**config.mk**
```make
export PLATFORM = sky130hd
export DESIGN_NAME = midi_quartet_packet_deframer_top
export DESIGN_NICKNAME = d
export VERILOG_FILES = /design/src/hw/rtl/mqpd_pkg.sv /design/src/hw/rtl/mqpd_parser.sv /design/src/hw/rtl/mqpd_serializer.sv /design/src/hw/rtl/midi_quartet_packet_deframer_top.sv
export SDC_FILE = /design/constraint.sdc
export NUM_CORES = 1
export LEC_CHECK = 0
export BUFFER_PORTS_ARGS = -buffer_cell sky130_fd_sc_hd__buf_4
export CAP_MARGIN = 20
export CORE_MARGIN = 3
export CORE_UTILIZATION = 35
export DETAILED_ROUTE_END_ITERATION = 8
export GPL_TIMING_DRIVEN = 1
export MAX_ROUTING_LAYER = met4
export SLEW_MARGIN = 25
export SYNTH_ARGS = -nofsm -noshare
export SYNTH_HDL_FRONTEND = slang
export SYNTH_SLANG_ARGS = --single-unit
```
**constraint.sdc**
```tcl
create_clock -name i_clk -period 6.85 [get_ports i_clk]
set_input_delay 0.3425 -clock i_clk [delete_from_list [all_inputs] [get_ports i_clk]]
set_output_delay 0.3425 -clock i_clk [all_outputs]
set_load 0.05 [all_outputs]
```
**src/hw/rtl/mqpd_pkg.sv**
```systemverilog
// shared types and constants for the midi quartet packet deframer
package mqpd_pkg;

    // field widths
    localparam int unsigned ByteW  = 8;
    localparam int unsigned CountW = 17;
    localparam int unsigned CableW = 4;
    localparam int unsigned KindW  = 3;

    // result kinds
    typedef enum logic [KindW-1:0] {
        KIND_MIDI       = 3'd0,
        KIND_IGNORED    = 3'd1,
        KIND_KEEPALIVE  = 3'd2,
        KIND_BAD_SYNC   = 3'd3,
        KIND_BAD_LENGTH = 3'd4,
        KIND_BAD_RSVD   = 3'd5
    } t_kind;

    // header and quartet constants
    localparam logic [ByteW-1:0]  SYNC_BYTE      = 8'h02;
    localparam logic [ByteW-1:0]  CODE_MASK      = 8'h0F;
    localparam logic [ByteW-1:0]  END_MASK       = 8'h03;
    localparam logic [3:0]        CODE_THREE_A   = 4'h4;
    localparam logic [3:0]        CODE_ONE       = 4'h5;
    localparam logic [3:0]        CODE_TWO       = 4'h6;
    localparam logic [3:0]        CODE_THREE_B   = 4'h7;
    localparam logic [CountW-1:0] LEN_OFFSET     = 17'd4;
    localparam logic [CountW-1:0] MIN_FRAME_LEN  = 17'd8;
    localparam logic [CountW-1:0] BODY_START_POS = 17'd8;

    // up to three results caused by one byte, sharing all but the data byte
    typedef struct packed {
        logic [1:0]        cnt;
        t_kind             kind;
        logic [ByteW-1:0]  data0;
        logic [ByteW-1:0]  data1;
        logic [ByteW-1:0]  data2;
        logic [CableW-1:0] cable;
        logic              mis;
        logic              early;
        logic              fend;
    } t_result_group;

endpackage

```
**src/hw/rtl/mqpd_parser.sv**
```systemverilog
// input register, frame parse state and per-byte result group logic
module mqpd_parser (
    input  logic                        i_clk,
    input  logic                        i_rst_n,
    input  logic                        i_s_tvalid,
    output logic                        o_s_tready,
    input  logic [mqpd_pkg::ByteW-1:0]  i_s_tdata,
    output logic                        o_grp_valid,
    input  logic                        i_grp_ready,
    output mqpd_pkg::t_result_group     o_grp
);

    typedef enum logic [1:0] {
        PH_HUNT = 2'd0,
        PH_RSVD = 2'd1,
        PH_BODY = 2'd2
    } t_phase;

    logic                         r_in_valid;
    logic [mqpd_pkg::ByteW-1:0]   r_in_byte;
    t_phase                       r_phase,        n_phase;
    logic [mqpd_pkg::CountW-1:0]  r_byte_count,   n_byte_count;
    logic [mqpd_pkg::CountW-1:0]  r_frame_length, n_frame_length;
    logic [mqpd_pkg::CableW-1:0]  r_cable,        n_cable;
    logic [mqpd_pkg::ByteW-1:0]   r_qhead,        n_qhead;
    logic [mqpd_pkg::ByteW-1:0]   r_qbytes [2];
    logic [mqpd_pkg::ByteW-1:0]   n_qbyte0,       n_qbyte1;

    logic [mqpd_pkg::CountW-1:0]  w_pos_inc;
    logic [mqpd_pkg::CountW-1:0]  w_len_sum;
    logic                         w_fend;
    logic                         w_fault;
    mqpd_pkg::t_kind              w_fault_kind;
    logic [3:0]                   w_code;
    logic                         w_adv;
    mqpd_pkg::t_result_group      w_grp;

    // shared arithmetic on the position and length
    assign w_pos_inc = r_byte_count + 17'd1;
    assign w_len_sum = {1'b0, r_frame_length[15:8], r_in_byte} + mqpd_pkg::LEN_OFFSET;
    assign w_fend    = ({1'b0, r_byte_count} + 18'd1) >= {1'b0, r_frame_length};
    assign w_code    = r_qhead[3:0];

    // parse one byte: next state and the results it causes
    always_comb begin
        n_phase        = r_phase;
        n_byte_count   = r_byte_count;
        n_frame_length = r_frame_length;
        n_cable        = r_cable;
        n_qhead        = r_qhead;
        n_qbyte0       = r_qbytes[0];
        n_qbyte1       = r_qbytes[1];
        w_fault        = 1'b0;
        w_fault_kind   = mqpd_pkg::KIND_BAD_SYNC;
        w_grp          = '0;
        unique case (r_phase)
            PH_HUNT: begin
                priority if (r_byte_count == '0) begin
                    if (r_in_byte != 8'h00 && r_in_byte != mqpd_pkg::SYNC_BYTE) begin
                        w_fault = 1'b1;
                    end else begin
                        n_qhead      = r_in_byte;
                        n_byte_count = 17'd1;
                    end
                end else if (r_byte_count == 17'd1) begin
                    if (r_in_byte != 8'h00) begin
                        w_fault = 1'b1;
                    end else begin
                        n_byte_count = 17'd2;
                    end
                end else if (r_byte_count == 17'd2) begin
                    if (r_qhead == 8'h00 && r_in_byte != 8'h00) begin
                        w_fault = 1'b1;
                    end else begin
                        n_frame_length = {1'b0, r_in_byte, 8'h00};
                        n_byte_count   = 17'd3;
                    end
                end else begin
                    // fourth header byte: keepalive or length low byte
                    if (r_qhead == 8'h00) begin
                        if (r_in_byte != 8'h00) begin
                            w_fault = 1'b1;
                        end else begin
                            w_grp.cnt    = 2'd1;
                            w_grp.kind   = mqpd_pkg::KIND_KEEPALIVE;
                            n_byte_count = '0;
                            n_qhead      = '0;
                        end
                    end else begin
                        n_frame_length = w_len_sum;
                        if (w_len_sum <= mqpd_pkg::MIN_FRAME_LEN || w_len_sum[1:0] != 2'd0) begin
                            w_fault      = 1'b1;
                            w_fault_kind = mqpd_pkg::KIND_BAD_LENGTH;
                        end else begin
                            n_phase      = PH_RSVD;
                            n_byte_count = 17'd4;
                        end
                    end
                end
            end
            PH_RSVD: begin
                if (r_in_byte != 8'h00) begin
                    w_fault      = 1'b1;
                    w_fault_kind = mqpd_pkg::KIND_BAD_RSVD;
                end else begin
                    n_byte_count = w_pos_inc;
                    if (w_pos_inc >= mqpd_pkg::BODY_START_POS) begin
                        n_phase = PH_BODY;
                    end
                end
            end
            default: begin
                // quartet body
                unique case (r_byte_count[1:0])
                    2'd0: begin
                        n_qhead = r_in_byte;
                        if (r_byte_count == mqpd_pkg::BODY_START_POS) begin
                            n_cable = r_in_byte[7:4];
                        end
                        n_byte_count = w_pos_inc;
                    end
                    2'd1: begin
                        n_qbyte0     = r_in_byte;
                        n_byte_count = w_pos_inc;
                    end
                    2'd2: begin
                        n_qbyte1     = r_in_byte;
                        n_byte_count = w_pos_inc;
                    end
                    default: begin
                        w_grp.cable = r_cable;
                        w_grp.mis   = r_qhead[7:4] != r_cable;
                        w_grp.early = ((r_qhead & mqpd_pkg::END_MASK) != 8'h00) && !w_fend;
                        w_grp.fend  = w_fend;
                        w_grp.kind  = mqpd_pkg::KIND_MIDI;
                        w_grp.data0 = r_qbytes[0];
                        w_grp.data1 = r_qbytes[1];
                        w_grp.data2 = r_in_byte;
                        priority if (w_code == mqpd_pkg::CODE_THREE_A ||
                                     w_code == mqpd_pkg::CODE_THREE_B) begin
                            w_grp.cnt = 2'd3;
                        end else if (w_code == mqpd_pkg::CODE_ONE) begin
                            w_grp.cnt = 2'd1;
                        end else if (w_code == mqpd_pkg::CODE_TWO) begin
                            w_grp.cnt = 2'd2;
                        end else begin
                            w_grp.cnt   = 2'd1;
                            w_grp.kind  = mqpd_pkg::KIND_IGNORED;
                            w_grp.data0 = '0;
                        end
                        if (w_fend) begin
                            n_phase      = PH_HUNT;
                            n_byte_count = '0;
                            n_qhead      = '0;
                        end else begin
                            n_byte_count = w_pos_inc;
                        end
                    end
                endcase
            end
        endcase
        // header fault: one error result, then hunt again
        if (w_fault) begin
            n_phase      = PH_HUNT;
            n_byte_count = '0;
            n_qhead      = '0;
            w_grp        = '0;
            w_grp.cnt    = 2'd1;
            w_grp.kind   = w_fault_kind;
        end
    end

    // bytes with no result never wait for the result stage
    assign w_adv       = r_in_valid && (w_grp.cnt == 2'd0 || i_grp_ready);
    assign o_s_tready  = !r_in_valid || w_adv;
    assign o_grp_valid = r_in_valid && (w_grp.cnt != 2'd0);
    assign o_grp       = w_grp;

    // input register and parse state
    always_ff @(posedge i_clk) begin
        if (!i_rst_n) begin
            r_in_valid     <= 1'b0;
            r_phase        <= PH_HUNT;
            r_byte_count   <= '0;
            r_frame_length <= '0;
            r_cable        <= '0;
            r_qhead        <= '0;
        end else begin
            if (o_s_tready) begin
                r_in_valid <= i_s_tvalid;
            end
            if (w_adv) begin
                r_phase        <= n_phase;
                r_byte_count   <= n_byte_count;
                r_frame_length <= n_frame_length;
                r_cable        <= n_cable;
                r_qhead        <= n_qhead;
            end
        end
    end

    // payload registers
    always_ff @(posedge i_clk) begin
        if (o_s_tready && i_s_tvalid) begin
            r_in_byte <= i_s_tdata;
        end
        if (w_adv) begin
            r_qbytes[0] <= n_qbyte0;
            r_qbytes[1] <= n_qbyte1;
        end
    end

endmodule

```
**src/hw/rtl/mqpd_serializer.sv**
```systemverilog
// result group register that sends its results one beat at a time
module mqpd_serializer (
    input  logic                     i_clk,
    input  logic                     i_rst_n,
    input  logic                     i_grp_valid,
    output logic                     o_grp_ready,
    input  mqpd_pkg::t_result_group  i_grp,
    output logic                     o_m_tvalid,
    input  logic                     i_m_tready,
    output logic [15:0]              o_m_tdata,
    output logic [2:0]               o_m_tuser,
    output logic                     o_m_tlast
);

    logic                     r_g_valid;
    logic [1:0]               r_idx;
    mqpd_pkg::t_result_group  r_grp;
    logic                     w_last;
    logic [7:0]               w_data;

    assign w_last      = r_idx == (r_grp.cnt - 2'd1);
    assign o_grp_ready = !r_g_valid || (i_m_tready && w_last);

    // data byte of the current result
    always_comb begin
        unique case (r_idx)
            2'd0:    w_data = r_grp.data0;
            2'd1:    w_data = r_grp.data1;
            default: w_data = r_grp.data2;
        endcase
    end

    assign o_m_tvalid = r_g_valid;
    assign o_m_tdata  = {1'b0, r_grp.fend, r_grp.early, r_grp.mis, r_grp.cable, w_data};
    assign o_m_tuser  = r_grp.kind;
    assign o_m_tlast  = w_last;

    // group valid and beat index
    always_ff @(posedge i_clk) begin
        if (!i_rst_n) begin
            r_g_valid <= 1'b0;
            r_idx     <= '0;
        end else if (i_grp_valid && o_grp_ready) begin
            r_g_valid <= 1'b1;
            r_idx     <= '0;
        end else if (r_g_valid && i_m_tready) begin
            if (w_last) begin
                r_g_valid <= 1'b0;
            end else begin
                r_idx <= r_idx + 2'd1;
            end
        end
    end

    // group payload
    always_ff @(posedge i_clk) begin
        if (i_grp_valid && o_grp_ready) begin
            r_grp <= i_grp;
        end
    end

endmodule

```
**src/hw/rtl/midi_quartet_packet_deframer_top.sv**
```systemverilog
// top level of the midi quartet packet deframer
//
//   channel   direction   beat                          tdata / tuser / tlast
//   s side    in          one stream byte               raw_byte
//   m side    out         one decoded result            data, flags / kind / last
//
// one byte is taken every cycle when the result side keeps up
// a byte's results pass the input register and then the result group register
// a quartet's results leave one per cycle while the m side is ready, from the
// result group register, overlapping the next quartet's first three bytes
// a stalled m side holds the group; bytes that make no result still pass
// synchronous active-low reset returns the parser to hunting for a frame
module midi_quartet_packet_deframer_top (
    input  logic        i_clk,
    input  logic        i_rst_n,
    input  logic        i_s_tvalid,
    output logic        o_s_tready,
    input  logic [7:0]  i_s_tdata,   // [7:0] raw_byte
    output logic        o_m_tvalid,
    input  logic        i_m_tready,
    output logic [15:0] o_m_tdata,   // [7:0] data_byte, [11:8] cable,
                                     // [12] cable_mismatch, [13] early_end,
                                     // [14] frame_end, [15] zero
    output logic [2:0]  o_m_tuser,   // [2:0] kind
    output logic        o_m_tlast    // last result of the byte
);

    logic                     w_grp_valid;
    logic                     w_grp_ready;
    mqpd_pkg::t_result_group  w_grp;

    // frame parser
    mqpd_parser u_parser (
        .i_clk       (i_clk),
        .i_rst_n     (i_rst_n),
        .i_s_tvalid  (i_s_tvalid),
        .o_s_tready  (o_s_tready),
        .i_s_tdata   (i_s_tdata),
        .o_grp_valid (w_grp_valid),
        .i_grp_ready (w_grp_ready),
        .o_grp       (w_grp)
    );

    // result beats
    mqpd_serializer u_serializer (
        .i_clk       (i_clk),
        .i_rst_n     (i_rst_n),
        .i_grp_valid (w_grp_valid),
        .o_grp_ready (w_grp_ready),
        .i_grp       (w_grp),
        .o_m_tvalid  (o_m_tvalid),
        .i_m_tready  (i_m_tready),
        .o_m_tdata   (o_m_tdata),
        .o_m_tuser   (o_m_tuser),
        .o_m_tlast   (o_m_tlast)
    );

endmodule

```
==> impl_metrics.json <==
{
  "status": "complete, no violations",
  "dp_cells": 882,
  "holdCritPathClass": "primary input to register",
  "final_hold_violations": 0,
  "synthesis.instances": 675,
  "prevailing_post_synth_register_cell": "edfxtp_1",
  "global_route.usage.total_pct": 16.7,
  "cts-root-buf": "clkbuf_16",
  "route.antenna.remaining_nets": 0,
  "synthDominantAreaCellType": "edfxtp_1",
  "synth.yosys.seq_area_share_pct": 44.3,
  "min_path_cells": 1,
  "max-clock-path-buffers": 2,
  "instances_no_fill": 898,
  "globalRoute.totalOverflow": 0,
  "grt_pass1_wl_um": 26300,
  "core-area_um2": 17700,
  "synthToLayoutAreaGrowth_pct": 9.74,
  "routed_via_density": 5.71,
  "report.final.setup_viol": 0,
  "die_height_um": 141,
  "cts_inserted_buffers": 9,
  "r2r_end": "u_parser.r_byte_count[7]$_SDFFE_PN0P_",
  "hpwlAfterDp_um": 11500,
  "start_util_pct": 36.4,
  "most-common-layout-cells": "nand2_1 (77), edfxtp_1 (60), dfxtp_1 (52), nand3_1 (41), buf_4 (35)",
  "boundaryPins": 34,
  "cts.clk_slew.worst_paths_ns": 0.08,
  "core.rowCount": 48,
  "final.setup_skew_ns": 0.0110,
  "setup.worst_path.class": "register to register",
  "synth_cell_types": 74,
  "insertedDiodeCount": 0,
  "dieWidth_um": 141,
  "timing.critical_path.required_ns": 7.11,
  "clock_latency_ns": 0.36,
  "cts.sink_count": 112,
  "initial_antenna_violation_count": 0,
  "period_minus_slack_ns": 4.71,
  "routed-via-count": 5130,
  "postSynthNetCount": 713,
  "cts_resized": 0,
  "port_buffers": 32,
  "drt_first_pass_iters": 5,
  "synth_area_leaders": "edfxtp_1 (28%), dfxtp_1 (16%), ha_1 (5.1%)",
  "finish.net_count": 706,
  "worst_ir_drop_vdd_mv": 0.127,
  "synth-edff-count": 60,
  "cts.repair_timing.setup_buffer_count": 0,
  "cts_tree": "built",
  "multi_input_comb_area_um2": 3230,
  "syn_avg_cell_area_um2": 9.52,
  "number_of_global_route_vias_before_repair": 4970,
  "rsz_0062_raised_after_global_routing": "false",
  "fmax_mhz": 212,
  "max_slew_margin_pct": 35.8,
  "critical_path_endpoint_category": "register",
  "tightest_slew_ns": 0.959,
  "timing.final.crit_share_pct": 68.7,
  "nFillCells": 1758,
  "ys_ff_latch": 112,
  "layout.cells.most_common": "nand2_1",
  "post_drt_wl_per_cell_um": 17.9,
  "detail_route.drc_violations": 0,
  "detailedRoute.firstIterationViolations": 378,
  "pwr_density_cell_nw_per_um2": 191,
  "asyncSetResetFlopFracSynth_pct": 0,
  "drv.max_cap_violation_count": 0,
  "hold-path-endpoint": "u_parser.r_in_byte[0]$_DFFE_PP_",
  "netlist_area_um2": 6420,
  "startpoint_type": "register",
  "critical_hold_path_startpoint": "i_s_tdata[0]",
  "timing.critical_path.fanout_max": 16,
  "final-max-slew-violation-count": 0,
  "ctsHoldBuffers": 0,
  "area.sequential_um2": 2840,
  "worst_ep_arrival_time_ns": 4.97,
  "leakage_dissipation_nw": 2.49,
  "synth.yosys.warnings": 0,
  "worst-r2r-cell-count": 15,
  "die_area_um2": 20000,
  "post_route_cells_drive_above_1_share_pct": 11.0,
  "totalNegativeSetupSlack_ns": 0,
  "synthDominantCellAreaShare_pct": 28.0,
  "cts.htree.levels": 3,
  "worstReg2RegStart": "u_parser.r_byte_count[0]$_SDFFE_PN0P_",
  "maximum_number_of_pins_on_one_net_before_global_route_repair": 66,
  "place.gp.congestion": 0.987,
  "final_wl_um": 16100,
  "regToRegSetupSlack_ns": 2.14
}
==> cells in the mapped netlist, types with 7 or more instances <==
library cell,instances
o21ai_0,18
a32o_1,9
nor2_1,28
and2_1,33
edfxtp_1,60
a21oi_1,27
inv_1,30
mux2i_1,7
a22oi_1,8
ha_1,26
buf_2,12
o211ai_1,7
nand4_1,14
a31oi_1,9
xor2_1,12
a21boi_0,8
clkbuf_1,27
nor3_1,19
nand3_1,41
nor4_1,11
xnor2_1,15
dfxtp_1,52
buf_4,14
nand2_1,77
==> logic make-up after synthesis <==
| logic type | Yosys count | share of synthesized area, % |
|---|---|---|
| buffers and inverters | 84 | 5.96 |
| XOR/XNOR | 27 | 3.68 |
| flip-flops | 112 | 44.3 |
| other | 1 | 0.0584 |
| adder cells (fa/ha/maj) | 26 | 5.06 |
| multiplexers | 7 | 1.09 |
| AND/OR/NAND/NOR | 274 | 23.5 |
| AO/OA/AOI/OAI | 144 | 16.4 |
==> critical path: stages, from the launching register on <==
cell      delay [ns]
dfxtp_1         0.53
ha_1            0.54
inv_1           0.16
or3_1           0.48
nor2_1          0.14
xnor2_1         0.18
ha_1            0.28
o21a_1          0.18
o21ai_0         0.29
nor3_1          0.11
a211oi_1        0.53
nand2_1         0.28
a31oi_1         0.22
buf_4           0.24
nand2_1         0.12
o32ai_1         0.31
==> area by class of cell <==
class	instances	share of cell area [%]
clock inverter	7	0.994
sequential	112	40.3
timing repair buffer	36	4.12
clock buffer	9	3.19
tap	225	3.99
inverter	30	1.60
multi-input combinational	479	45.8
==> stage by stage <==
step | power [mW] | setup WS [ns] | area (um2) | util [%] | hold WS [ns]
floorplan | 0.807 | 2.35 | 6420 | - | 0.437
global placement | 0.833 | 2.24 | 6710 | 38.0 | 0.458
detailed placement | 0.837 | 2.20 | 6750 | 38.3 | 0.459
CTS | 1.36 | 2.18 | 7050 | 39.9 | 0.157
global route | 1.39 | 1.90 | 7050 | 39.9 | 0.147
finish | 1.35 | 2.14 | 7050 | 39.9 | 0.169
==> sequential cells by signal, indices dropped and copies added (netlist names), 4 cells and up <==
register                 count
u_parser.r_qhead             8
u_serializer.r_grp          26
u_parser.r_cable             4
u_parser.r_frame_length     17
u_parser.r_qbytes           16
u_parser.r_in_byte           8
u_parser.r_byte_count       17
u_serializer.o_m_tdata       7
==> report_power, final <==
part | switching (mW) | internal, mW | leakage (nW) | total [mW]
clock | 0.267 | 0.258 | 0.142 | 0.525
combinational | 0.0623 | 0.0273 | 1.36 | 0.0896
sequential | 0.0140 | 0.717 | 0.992 | 0.731
total | 0.343 | 1.00 | 2.49 | 1.35
==> worst max path at each step <==
| stage | from | end |
|---|---|---|
| floorplan | u_serializer.r_grp[35]$_DFFE_PP_ | u_serializer.o_m_tdata[10]$_SDFFCE_PP0P_ |
| global placement | u_parser.r_byte_count[0]$_SDFFE_PN0P_ | u_parser.r_byte_count[7]$_SDFFE_PN0P_ |
| detailed placement | u_parser.r_byte_count[0]$_SDFFE_PN0P_ | u_parser.r_byte_count[7]$_SDFFE_PN0P_ |
| CTS | u_parser.r_byte_count[0]$_SDFFE_PN0P_ | u_parser.r_byte_count[7]$_SDFFE_PN0P_ |
| global route | u_parser.r_byte_count[0]$_SDFFE_PN0P_ | u_parser.r_byte_count[7]$_SDFFE_PN0P_ |
| finish | u_parser.r_byte_count[0]$_SDFFE_PN0P_ | u_parser.r_byte_count[7]$_SDFFE_PN0P_ |
==> routing by layer <==
layer | wire (um) | global-route usage (%) | vias to the layer above
met5 | 0 | - | -
met1 | 7130 | 21.2 | 2510
met4 | 277 | 5.10 | 0
li1 | - | - | 2449
met2 | 7950 | 27.3 | 148
met3 | 715 | 3.10 | 23
(Power assumes the default switching activity.)
